## src/rcpms_pkg.sv

```systemverilog
// Shared types and constants for the RC pulse to motor speed decoder.
package rcpms_pkg;

    // Speed scaling
    localparam logic [11:0] CENTRE_US   = 12'd1500;
    localparam logic [7:0]  FULL_SPEED  = 8'd200;
    // floor(x / 5) = (x * DIV5_MULT) >> DIV5_SHIFT, exact for x below 2^18
    localparam logic [15:0] DIV5_MULT   = 16'd52429;
    localparam int          DIV5_SHIFT  = 18;

    // Measured widths are saturated to this many bits
    localparam int          WIDTH_BITS  = 13;
    localparam int          FIFO_DEPTH  = 4;
    localparam int          FIFO_AW     = $clog2(FIFO_DEPTH);

    // Register reset values
    localparam logic [11:0] RST_PULSE_MIN     = 12'd1000;
    localparam logic [11:0] RST_PULSE_MAX     = 12'd2000;
    localparam logic [11:0] RST_PULSE_NEUTRAL = 12'd1500;
    localparam logic [9:0]  RST_DEADBAND_HALF = 10'd50;
    localparam logic [11:0] RST_SNAP_LOW      = 12'd1150;
    localparam logic [11:0] RST_SNAP_HIGH     = 12'd1850;
    localparam logic [12:0] RST_MIRROR_SUM    = 13'd3000;

    // Configuration register indexes
    typedef enum logic [2:0] {
        REG_PULSE_MIN     = 3'd0,
        REG_PULSE_MAX     = 3'd1,
        REG_PULSE_NEUTRAL = 3'd2,
        REG_DEADBAND_HALF = 3'd3,
        REG_SNAP_LOW      = 3'd4,
        REG_SNAP_HIGH     = 3'd5,
        REG_MIRROR_SUM    = 3'd6
    } cfg_idx_t;

    typedef struct packed {
        logic [11:0] pulse_min;
        logic [11:0] pulse_max;
        logic [11:0] pulse_neutral;
        logic [9:0]  deadband_half;
        logic [11:0] snap_low;
        logic [11:0] snap_high;
        logic [12:0] mirror_sum;
    } cfg_t;

    // One classified edge, as queued between front and back
    typedef struct packed {
        logic                  chan;
        logic                  rising;
        logic [WIDTH_BITS-1:0] width;
    } evt_t;

    typedef struct packed {
        logic full;
        logic empty;
    } fifo_stat_t;

endpackage

```

## src/rcpms_front.sv

```systemverilog
// Front end: accepts pin edges, keeps rise timestamps and measures pulse widths.
module rcpms_front
    import rcpms_pkg::*;
(
    input  logic       clk,
    input  logic       rst_n,
    input  logic       s_tvalid,
    output logic       s_tready,
    input  logic       chan,
    input  logic       pin_level,
    input  logic [31:0] time_us,
    input  fifo_stat_t fifo_st,
    output logic       push,
    output evt_t       push_evt
);

    logic [31:0] stamp_reg [2];
    logic [31:0] width_full;

    // Take a new edge whenever the queue has room
    assign s_tready = !fifo_st.full;
    assign push     = s_tvalid && s_tready;

    // Measure width modulo 2^32, saturate to the queued width
    always_comb
    begin
        width_full      = time_us - stamp_reg[chan];
        push_evt.chan   = chan;
        push_evt.rising = pin_level;
        if (|width_full[31:WIDTH_BITS])
        begin
            push_evt.width = {WIDTH_BITS{1'b1}};
        end
        else
        begin
            push_evt.width = width_full[WIDTH_BITS-1:0];
        end
    end

    // Store the timestamp of a rising edge
    always_ff @(posedge clk or negedge rst_n)
    begin
        if (!rst_n)
        begin
            stamp_reg[0] <= '0;
            stamp_reg[1] <= '0;
        end
        else if (push && pin_level)
        begin
            stamp_reg[chan] <= time_us;
        end
    end

endmodule

```

## src/rcpms_fifo.sv

```systemverilog
// Short queue of classified edges between front and back.
module rcpms_fifo
    import rcpms_pkg::*;
(
    input  logic       clk,
    input  logic       rst_n,
    input  logic       push,
    input  evt_t       push_evt,
    input  logic       pop,
    output evt_t       head_evt,
    output fifo_stat_t fifo_st
);

    evt_t               mem_reg [FIFO_DEPTH];
    logic [FIFO_AW-1:0] wr_ptr_reg;
    logic [FIFO_AW-1:0] rd_ptr_reg;
    logic [FIFO_AW:0]   count_reg;

    assign head_evt      = mem_reg[rd_ptr_reg];
    assign fifo_st.full  = (count_reg == (FIFO_AW+1)'(FIFO_DEPTH));
    assign fifo_st.empty = (count_reg == '0);

    // Write the entry at the tail
    always_ff @(posedge clk)
    begin
        if (push)
        begin
            mem_reg[wr_ptr_reg] <= push_evt;
        end
    end

    // Advance pointers and count
    always_ff @(posedge clk or negedge rst_n)
    begin
        if (!rst_n)
        begin
            wr_ptr_reg <= '0;
            rd_ptr_reg <= '0;
            count_reg  <= '0;
        end
        else
        begin
            if (push)
            begin
                wr_ptr_reg <= wr_ptr_reg + 1'b1;
            end
            if (pop)
            begin
                rd_ptr_reg <= rd_ptr_reg + 1'b1;
            end
            if (push && !pop)
            begin
                count_reg <= count_reg + 1'b1;
            end
            else if (pop && !push)
            begin
                count_reg <= count_reg - 1'b1;
            end
        end
    end

endmodule

```

## src/rcpms_back.sv

```systemverilog
// Back end: conditions widths into references and turns them into signed speeds.
module rcpms_back
    import rcpms_pkg::*;
(
    input  logic       clk,
    input  logic       rst_n,
    input  cfg_t       cfg,
    input  evt_t       head_evt,
    input  fifo_stat_t fifo_st,
    output logic       pop,
    output logic       m_tvalid,
    input  logic       m_tready,
    output logic       out_chan,
    output logic [8:0] speed,
    output logic       updated
);

    logic [11:0] pulse_ref_reg [2];

    logic        a_valid_reg;
    logic        a_chan_reg;
    logic        a_upd_reg;
    logic [11:0] a_ref_reg;

    logic        out_valid_reg;
    logic        out_chan_reg;
    logic        out_upd_reg;
    logic [8:0]  out_speed_reg;

    logic        en;
    logic        in_range;
    logic        upd;
    logic [13:0] mirror_diff;
    logic signed [14:0] r_s;
    logic signed [14:0] mn_s;
    logic signed [14:0] mx_s;
    logic signed [14:0] lo_s;
    logic signed [14:0] hi_s;
    logic signed [14:0] nt_s;
    logic signed [14:0] sl_s;
    logic signed [14:0] sh_s;
    logic signed [14:0] snap_s;
    logic [11:0] new_ref;

    logic [11:0] ref_gap;
    logic [28:0] prod;
    logic [10:0] mag_raw;
    logic [7:0]  mag;
    logic [8:0]  speed_next;

    // Advance the pipeline whenever the output register is free or drained
    assign en  = !out_valid_reg || m_tready;
    assign pop = en && !fifo_st.empty;

    // Raw reference: width for left, mirrored width floored at zero for right
    always_comb
    begin
        in_range    = ({1'b0, cfg.pulse_min} <= head_evt.width) &&
                      (head_evt.width <= {1'b0, cfg.pulse_max});
        upd         = !head_evt.rising && (!head_evt.chan || in_range);
        mirror_diff = {1'b0, cfg.mirror_sum} - {1'b0, head_evt.width};
        if (!head_evt.chan)
        begin
            r_s = $signed({2'b00, head_evt.width});
        end
        else if (mirror_diff[13])
        begin
            r_s = '0;
        end
        else
        begin
            r_s = $signed({1'b0, mirror_diff});
        end
    end

    // Deadband and snap, then clamp to the limits with the low limit tested first
    always_comb
    begin
        mn_s = $signed({3'b000, cfg.pulse_min});
        mx_s = $signed({3'b000, cfg.pulse_max});
        nt_s = $signed({3'b000, cfg.pulse_neutral});
        sl_s = $signed({3'b000, cfg.snap_low});
        sh_s = $signed({3'b000, cfg.snap_high});
        lo_s = nt_s - $signed({5'b00000, cfg.deadband_half});
        hi_s = nt_s + $signed({5'b00000, cfg.deadband_half});
        if (r_s > lo_s && r_s < hi_s)
        begin
            snap_s = nt_s;
        end
        else if (r_s > sh_s && r_s < mx_s)
        begin
            snap_s = mx_s;
        end
        else if (r_s < sl_s && r_s > mn_s)
        begin
            snap_s = mn_s;
        end
        else
        begin
            snap_s = r_s;
        end
        if (snap_s < mn_s)
        begin
            new_ref = cfg.pulse_min;
        end
        else if (snap_s > mx_s)
        begin
            new_ref = cfg.pulse_max;
        end
        else
        begin
            new_ref = snap_s[11:0];
        end
    end

    // Hold references per channel and the conditioning stage
    always_ff @(posedge clk or negedge rst_n)
    begin
        if (!rst_n)
        begin
            pulse_ref_reg[0] <= CENTRE_US;
            pulse_ref_reg[1] <= CENTRE_US;
            a_valid_reg      <= 1'b0;
        end
        else if (en)
        begin
            a_valid_reg <= pop;
            if (pop && upd)
            begin
                pulse_ref_reg[head_evt.chan] <= new_ref;
            end
        end
    end

    always_ff @(posedge clk)
    begin
        if (pop)
        begin
            a_chan_reg <= head_evt.chan;
            a_upd_reg  <= upd;
            a_ref_reg  <= upd ? new_ref : pulse_ref_reg[head_evt.chan];
        end
    end

    // Speed: |ref - centre| * 2 / 5, saturated, signed by side of centre
    always_comb
    begin
        if (a_ref_reg > CENTRE_US)
        begin
            ref_gap = a_ref_reg - CENTRE_US;
        end
        else
        begin
            ref_gap = CENTRE_US - a_ref_reg;
        end
        prod    = 29'({ref_gap, 1'b0}) * 29'(DIV5_MULT);
        mag_raw = prod[28:DIV5_SHIFT];
        if (mag_raw > 11'(FULL_SPEED))
        begin
            mag = FULL_SPEED;
        end
        else
        begin
            mag = mag_raw[7:0];
        end
        if (a_ref_reg <= CENTRE_US)
        begin
            speed_next = -{1'b0, mag};
        end
        else
        begin
            speed_next = {1'b0, mag};
        end
    end

    // Output register
    always_ff @(posedge clk or negedge rst_n)
    begin
        if (!rst_n)
        begin
            out_valid_reg <= 1'b0;
        end
        else if (en)
        begin
            out_valid_reg <= a_valid_reg;
        end
    end

    always_ff @(posedge clk)
    begin
        if (en && a_valid_reg)
        begin
            out_chan_reg  <= a_chan_reg;
            out_upd_reg   <= a_upd_reg;
            out_speed_reg <= speed_next;
        end
    end

    assign m_tvalid = out_valid_reg;
    assign out_chan = out_chan_reg;
    assign speed    = out_speed_reg;
    assign updated  = out_upd_reg;

endmodule

```

## src/rc_pulse_to_motor_speed.sv

```systemverilog
// Top level of the two-channel RC pulse width to signed motor speed decoder.
//
//  Channel   Direction  Payload
//  s_axis    in         tuser[0] chan, tuser[1] pin_level, tdata[31:0] time_us
//  m_axis    out        tuser[0] out_chan, tdata[8:0] speed, tdata[9] updated
//  cfg       in         cfg_we, cfg_addr (register index), cfg_wdata
//
// One edge is accepted per cycle while the queue has room; a result passes through
// the queue entry, the conditioning stage and the output register.
// Reset clears the queue and pipeline valids, zeroes the rise timestamps and
// sets both references to 1500 us; configuration returns to its defaults.
// A stalled output holds the pipeline; the four-entry queue keeps taking edges
// until it fills, then s_tready drops.
module rc_pulse_to_motor_speed
    import rcpms_pkg::*;
(
    input  logic        clk,
    input  logic        rst_n,
    input  logic        s_tvalid,
    output logic        s_tready,
    input  logic [31:0] s_tdata,   // [31:0] time_us
    input  logic [1:0]  s_tuser,   // [0] chan, [1] pin_level
    output logic        m_tvalid,
    input  logic        m_tready,
    output logic [15:0] m_tdata,   // [8:0] speed, [9] updated, [15:10] zero
    output logic [0:0]  m_tuser,   // [0] out_chan
    input  logic        cfg_we,
    input  logic [2:0]  cfg_addr,
    input  logic [12:0] cfg_wdata
);

    cfg_t       cfg_reg;
    fifo_stat_t fifo_st;
    logic       push;
    logic       pop;
    evt_t       push_evt;
    evt_t       head_evt;
    logic       out_chan;
    logic [8:0] speed;
    logic       updated;

    // Configuration registers
    always_ff @(posedge clk or negedge rst_n)
    begin
        if (!rst_n)
        begin
            cfg_reg.pulse_min     <= RST_PULSE_MIN;
            cfg_reg.pulse_max     <= RST_PULSE_MAX;
            cfg_reg.pulse_neutral <= RST_PULSE_NEUTRAL;
            cfg_reg.deadband_half <= RST_DEADBAND_HALF;
            cfg_reg.snap_low      <= RST_SNAP_LOW;
            cfg_reg.snap_high     <= RST_SNAP_HIGH;
            cfg_reg.mirror_sum    <= RST_MIRROR_SUM;
        end
        else if (cfg_we)
        begin
            case (cfg_idx_t'(cfg_addr))
                REG_PULSE_MIN:     cfg_reg.pulse_min     <= cfg_wdata[11:0];
                REG_PULSE_MAX:     cfg_reg.pulse_max     <= cfg_wdata[11:0];
                REG_PULSE_NEUTRAL: cfg_reg.pulse_neutral <= cfg_wdata[11:0];
                REG_DEADBAND_HALF: cfg_reg.deadband_half <= cfg_wdata[9:0];
                REG_SNAP_LOW:      cfg_reg.snap_low      <= cfg_wdata[11:0];
                REG_SNAP_HIGH:     cfg_reg.snap_high     <= cfg_wdata[11:0];
                REG_MIRROR_SUM:    cfg_reg.mirror_sum    <= cfg_wdata;
                default:           ;
            endcase
        end
    end

    rcpms_front u_front (
        .clk       (clk),
        .rst_n     (rst_n),
        .s_tvalid  (s_tvalid),
        .s_tready  (s_tready),
        .chan      (s_tuser[0]),
        .pin_level (s_tuser[1]),
        .time_us   (s_tdata),
        .fifo_st   (fifo_st),
        .push      (push),
        .push_evt  (push_evt)
    );

    rcpms_fifo u_fifo (
        .clk      (clk),
        .rst_n    (rst_n),
        .push     (push),
        .push_evt (push_evt),
        .pop      (pop),
        .head_evt (head_evt),
        .fifo_st  (fifo_st)
    );

    rcpms_back u_back (
        .clk      (clk),
        .rst_n    (rst_n),
        .cfg      (cfg_reg),
        .head_evt (head_evt),
        .fifo_st  (fifo_st),
        .pop      (pop),
        .m_tvalid (m_tvalid),
        .m_tready (m_tready),
        .out_chan (out_chan),
        .speed    (speed),
        .updated  (updated)
    );

    assign m_tdata = {6'b000000, updated, speed};
    assign m_tuser = out_chan;

    // Speed never leaves the full-scale range
    a_speed_range: assert property (@(posedge clk) disable iff (!rst_n)
        m_tvalid |-> ($signed(speed) <= 9'sd200 && $signed(speed) >= -9'sd200))
        else $error("speed out of range");

    // Queue is never both full and empty
    a_fifo_status: assert property (@(posedge clk) disable iff (!rst_n)
        !(fifo_st.full && fifo_st.empty))
        else $error("queue status inconsistent");

    // A full queue refuses transfers
    a_no_overflow: assert property (@(posedge clk) disable iff (!rst_n)
        fifo_st.full |-> !push)
        else $error("push into full queue");

endmodule
```

## config.mk

```make
export PLATFORM = sky130hd
export DESIGN_NAME = rc_pulse_to_motor_speed
export DESIGN_NICKNAME = d
export VERILOG_FILES = /design/src/rcpms_pkg.sv /design/src/rcpms_front.sv /design/src/rcpms_fifo.sv /design/src/rcpms_back.sv /design/src/rc_pulse_to_motor_speed.sv
export SDC_FILE = /design/constraint.sdc
export NUM_CORES = 1
export LEC_CHECK = 0
export ABC_AREA = 0
export BUFFER_PORTS_ARGS = -buffer_cell sky130_fd_sc_hd__buf_2
export CORE_MARGIN = 2
export CORE_UTILIZATION = 35
export DETAILED_ROUTE_END_ITERATION = 10
export GPL_TIMING_DRIVEN = 0
export SYNTH_ARGS = -nofsm -noshare
export SYNTH_HDL_FRONTEND = slang
export SYNTH_SLANG_ARGS = --single-unit
```

## constraint.sdc

```tcl
create_clock -name clk -period 19.9 [get_ports clk]
set_input_delay 0.995 -clock clk [delete_from_list [all_inputs] [get_ports clk]]
set_output_delay 0.995 -clock clk [all_outputs]
set_load 0.05 [all_outputs]
```

# Word-level counts from Yosys, hierarchy flattened
# Memories as Yosys holds them, arrays and structs flattened.
# Cells that the tools add are included.
# totals
reg_bits	205
ramBits	60
elab_cells	125
memories	1
# mem_list
name	words	width	read_ports	rd_clocked_by_memory_dff	wr	line_no	text
u_fifo.mem_reg	4	15	1	0	1	rcpms_fifo.sv:14	evt_t mem_reg [FIFO_DEPTH];
# op_classes
addsub	11
n_mul	1
magnitude_cmp	17
eq_ne	7
mux	28
bitwise	2
n_reduce_logical	35
# op_table
operator	n
two-way mux 32 bit	4
two-way mux 12 bit	8
bitwise mux 64 bit	1
two-way mux 15 bit	3
two-way mux 13 bit	3
demux 32 bit (select 1 bit)	1
subtractor 32 bit	1
multiplier 12 x 16 -> 28 bit, second input constant	1
> comparator 13 x 12 -> 1 bit	2
less-than comparator 13 x 12 -> 1 bit	2
bitwise mux 24 bit	1
OR reduction 19 bit	1
two-way mux 8 bit	2
AND reduction 2 bit	8
> comparator 14 x 15 -> 1 bit	1
> comparator 15 x 13 -> 1 bit	1
less-than comparator 14 x 15 -> 1 bit	1
less-than comparator 15 x 13 -> 1 bit	1
logical AND 1 bit	14
subtractor 13 x 13 -> 14 bit	1
adder 12 x 10 -> 13 bit	1
<= comparator 12 x 13 -> 1 bit	1
<= comparator 13 x 12 -> 1 bit	1
subtractor 12 x 10 -> 13 bit	1
22 further kinds	40

# Logic depth before layout (Yosys ltp)
# An unclocked memory read counts as a cell.
# depth
word_depth	13
mapped_depth	36
depth_no_buf	34

# Cells and area by module
# Synthesis repeated with hierarchy kept, for this count alone.
# hier_totals
hier_cells	2071
hier_area_um2	21558.2
# by_module_without_submodules
mod	n_inst	cells_each	area_per_inst_um2	seq_area_each_um2
rcpms_back	1	1285	10881.7	1418.9
rcpms_front	1	485	4807.1	1601.5
rc_pulse_to_motor_speed	1	188	3271.9	2130.8
rcpms_fifo	1	113	2597.5	1976.9

# Least setup slack after synthesis
# No wires, ideal clock.
# synth_timing
path_kind	register to register
start	reg u_fifo.rd_ptr_reg[0]
end	reg u_back.a_ref_reg[1], data pin
setup_time_ns	0.260
t_arrival_ns	8.084
required_ns	19.640
setup_slack_ns	11.556
stages_incl_launch_ff	35
synth_period_minus_slack_ns	8.344
path_cell_list	dfrtp_1 > buf_6 > buf_1 > mux4_2 > inv_1 > ha_1 > nor2b_1 > o31a_1 > o311ai_1 > a21oi_1 > clkbuf_1 > o211ai_1 > o21ai_0 > ha_1 > a21oi_1 > o21ai_0 > a221o_1 > a221o_1 > a211oi_4 > clkbuf_1 > clkbuf_1 > nand2_1 > o21ai_0 > ha_1 > nor2b_1 > o21a_1 > o21ai_0 > a21oi_1 > o21a_1 > o41ai_1 > o21ai_1 > clkbuf_1 > a221oi_1 > mux2i_1 > mux2_2
# synth_between
elab_chain_cells	13
word_cells_on_any_way	32
cone_classes	add/sub: 1; order compare: 10; mux: 11; bitwise: 1; reduce/logical: 8; memory: 1
# synth_lines
element	line_no	text
start: declaration	rcpms_fifo.sv:16	logic [FIFO_AW-1:0] rd_ptr_reg;
start signal: assignment	rcpms_fifo.sv:49	rd_ptr_reg <= rd_ptr_reg + 1'b1;
memory (4 x 15 bit) (*)	-	
subtractor 13 x 13 -> 14 bit	rcpms_back.sv:61	mirror_diff = {1'b0, cfg.mirror_sum} - {1'b0, head_evt.width};
two-way mux 13 bit	rcpms_back.sv:66	else if (mirror_diff[13])
two-way mux 13 bit	rcpms_back.sv:62	if (!head_evt.chan)
less-than comparator 13 x 12 -> 1 bit or > comparator 13 x 12 -> 1 bit (tied branches)	rcpms_back.sv:94	else if (r_s < sl_s && r_s > mn_s)
logical AND 1 bit	rcpms_back.sv:94	
two-way mux 15 bit	rcpms_back.sv:94	
two-way mux 15 bit	rcpms_back.sv:90	else if (r_s > sh_s && r_s < mx_s)
two-way mux 15 bit	rcpms_back.sv:86	if (r_s > lo_s && r_s < hi_s)
> comparator 15 x 13 -> 1 bit	rcpms_back.sv:106	else if (snap_s > mx_s)
two-way mux 12 bit	rcpms_back.sv:106	
two-way mux 12 bit	rcpms_back.sv:102	if (snap_s < mn_s)
two-way mux 12 bit (*)	rcpms_back.sv:141	a_ref_reg <= upd ? new_ref : pulse_ref_reg[head_evt.chan];
end signal: assignment	rcpms_back.sv:141	
end: declaration	rcpms_back.sv:23	logic [11:0] a_ref_reg;
# Mark *: on every way between the ends. The rest lies on a longest branch, timed or not. The select of a mux whose other input is x is not followed.
# A chain may end at the register's enable or synchronous reset.

# Worst setup path in the final report
# layout_timing
start	reg u_fifo.rd_ptr_reg[0]
end	reg u_back.a_ref_reg[11], data pin
# The elaborated chain is that of the path after synthesis.

==> flow_metrics.env <==
export IMPL_status="finished clean"
export IMPL_delay_of_the_slowest_cell_on_the_worst_path_ns=0.74
export IMPL_synth_top_cell_area_share_pct=15.8
export IMPL_synth_area_mm2=0.0210
export IMPL_postLayoutCellArea_mm2=0.0235
export IMPL_floorplan_die_width_um=249
export IMPL_yosys_area_share_xor_xnor_pct=2.79
export IMPL_cap_viol_max_count=0
export IMPL_finish_cell_count_without_fillers=2980
export IMPL_dp_hpwl_um=43600
export IMPL_yosys_mux_area_fraction_pct=12.4
export IMPL_via_count=16200
export IMPL_synth_main_ff_cell="sky130_fd_sc_hd__dfrtp_1"
export IMPL_maxSlewViolCount=0
export IMPL_drt_pre_antenna_iters=8
export IMPL_slew_limit_headroom_pct=4.75
export IMPL_final_util_pct=39.7
export IMPL_place_congestion=0.932
export IMPL_grt_util_all_layers_pct=18.0
export IMPL_drt_total_wl_um=56600
export IMPL_fp_dieH_um=249
export IMPL_synth_seq_area_share_pct=33.9
export IMPL_placeableCoreArea_mm2=0.0592
export IMPL_timing_final_setup_violations=0
export IMPL_critical_path_startpoint_type="flip-flop"
export IMPL_clk_pin_slew_worst_paths_ns=0.07
export IMPL_dp_cells=2922
export IMPL_detailed_place_area_mm2=0.0224
export IMPL_ioPinCount=74
export IMPL_critPathSlowestCell="sky130_fd_sc_hd__o41ai_1"
export IMPL_final_setup_tns_ns=0
export IMPL_critPathRequiredTime_ns=20.38
export IMPL_setup_repair_after_global_routing_missed_its_margin="false"
export IMPL_ys_async_sr_fraction_pct=67.9
export IMPL_fin_crit_ns=10.91
export IMPL_hold_crit_class="in2async"
export IMPL_clk_path_buf_depth=3
export IMPL_ys_top_cells_by_count="265 x sky130_fd_sc_hd__ha_1, 202 x sky130_fd_sc_hd__inv_1, 168 x sky130_fd_sc_hd__nand2_1"
export IMPL_initial_core_utilization_pct=35.5
export IMPL_worst_pin_slew_ns=1.41
export IMPL_cells_taking_the_most_area_after_synthesis="sky130_fd_sc_hd__ha_1 16%, sky130_fd_sc_hd__dfrtp_1 15%, sky130_fd_sc_hd__edfxtp_1 12%"
export IMPL_cts_setup_buffers=0
export IMPL_grt_first_pass_wirelength_um=90000
export IMPL_layout_drive_gt1_share_pct=17.5
export IMPL_synth_edf_count=85
export IMPL_drt_first_iter_violations=831
export IMPL_finalNetCount=2549
export IMPL_antennaDiodeCount=0
export IMPL_final_hold_viol_count=0
export IMPL_synthesis_instances=2071
export IMPL_postSynthRegisterBits=265
export IMPL_yosys_cell_types_count=92
export IMPL_postCtsResizedCells=0
export IMPL_syn_mean_instance_area_um2=10.2
export IMPL_ys_warn_count=0
export IMPL_rows=89
export IMPL_rrSetupSlack_ns=8.99
export IMPL_max_freq_mhz=91.7
export IMPL_clock_latency_ns=0.61
export IMPL_number_of_antenna_violations_at_the_first_check_in_global_routing=2
export IMPL_fin_worst_skew_ns=0.0177
export IMPL_worst_endpoint_arrival_ns=11.39
export IMPL_synth_top_family_by_area="adder cells"
export IMPL_port_buffers=67
export IMPL_avgViaCountPerCell=5.43
export IMPL_die_area_mm2=0.0621
export IMPL_final_min_period_over_clock_period_pct=54.8
export IMPL_cts_num_sinks=265
export IMPL_ctsRootBufferMaster="sky130_fd_sc_hd__clkbuf_16"
export IMPL_synth_compound_gate_area_share_pct=14.2
export IMPL_cts_max_level=1
export IMPL_cp_max_fanout=10
export IMPL_critPathCaptureType="flip-flop"
export IMPL_depth_of_the_worst_register_to_register_path=34
export IMPL_largest_register_ffs=83
export IMPL_grt_overflow_total=0
export IMPL_wire_per_inst_um=19.0
export IMPL_post_cts_hold_buffer_count=0
export IMPL_synth_largest_area_cell="sky130_fd_sc_hd__ha_1"
export IMPL_areaGrowthSynthToFinish_pct=11.7
export IMPL_count_of_filler_cells_inserted_in_the_layout=5794
export IMPL_remaining_drc_errors=0
export IMPL_post_synth_and_or_nand_nor_area_fraction_pct=11.2
export IMPL_timing_setup_critical_path_class="reg2reg"
export IMPL_synth_most_common_cell="sky130_fd_sc_hd__ha_1"
export IMPL_synth_fa_ha_area_share_pct=20.2
export IMPL_clock_tree_from_tritoncts="built"
export IMPL_final_antenna_net_count=0
export IMPL_grt_max_degree=120
export IMPL_cts_buffers_inserted=31
export IMPL_first_global_vias=16300
## through the flow
step	hold WS, ns	setup WS, ns
after floorplan	0.400	11.56
after global placement	0.405	8.98
after detailed placement	0.405	9.27
after CTS	0.333	9.20
after global routing	0.355	8.35
final	0.332	8.99
## area by class of cell
type	count	area (um2)	share of cell area (%)
Multi-Input combinational cell	1532	12800	54.6
Sequential cell	265	7130	30.3
Tap cell	773	967	4.12
Clock buffer	38	832	3.54
Inverter	204	766	3.26
Timing Repair Buffer	73	410	1.75
Buffer	75	337	1.43
Clock inverter	20	235	1.00
## critical path, delay by kind of cell (launching register included)
family | cells | cell delay [ns]
muxes | 3 | 1.37
buffers and inverters | 7 | 2.52
DFF | 1 | 0.34
and+or+nand+nor | 3 | 0.66
adders and majority gates | 3 | 1.01
AOI/OAI and AO/OA | 18 | 4.86
## per-layer routing
metal,wire length (um),up-vias,track usage (%)
met5,15,-,0
met4,1590,2,5.01
met2,27100,433,31.5
met3,2940,105,2.28
li1,-,7702,-
met1,24900,7933,23.4
## kinds of logic after synthesis
family,Yosys count
AO/OA/AOI/OAI,445
XOR/XNOR,67
adder cells (fa/ha/maj),312
buffers and inverters,279
flip-flops,265
multiplexers,223
other,1
AND/OR/NAND/NOR,479
## cells in the final DEF (no fill, tap or decap), drive strengths merged, types with 8 or more instances in the layout
cell     count
clkbuf      92
and2         9
nor2        97
nor2b       16
dfrtp      123
a221oi      14
and3        25
or4          8
nor3        22
a21boi       9
ha         265
o21a        25
a211o        9
inv        208
dfstp       57
nand4       17
mux2i       51
o211ai      10
o21ai      122
fa          47
a21o        30
edfxtp      85
o21bai      18
nor3b        9
xnor2       45
a211oi      19
mux4        14
a21oi      104
nand2      169
xor2        22
nand3       33
or3         25
a2111oi      8
nand2b      15
buf         94
mux2       158
## path summary, 6_finish.rpt
kind / from / to
worst min register to register: u_back.a_chan_reg$_DFFE_PP_ / u_back.out_chan$_DFFE_PP_
worst min-delay path: rst_n / u_front.stamp_reg[20]$_DFFE_PN0P_
max in group asynchronous: rst_n / cfg_reg[64]$_DFFE_PN0P_
worst max-delay path: u_fifo.rd_ptr_reg[0]$_DFFE_PN0P_ / u_back.a_ref_reg[11]$_DFFE_PP_
min in group clk: u_back.a_chan_reg$_DFFE_PP_ / u_back.out_chan$_DFFE_PP_
worst max register to register: u_fifo.rd_ptr_reg[0]$_DFFE_PN0P_ / u_back.a_ref_reg[11]$_DFFE_PP_
Power is left out: the tool's default activity adds up to more than one toggle a clock period on the data nets, which glitch-free logic cannot reach.
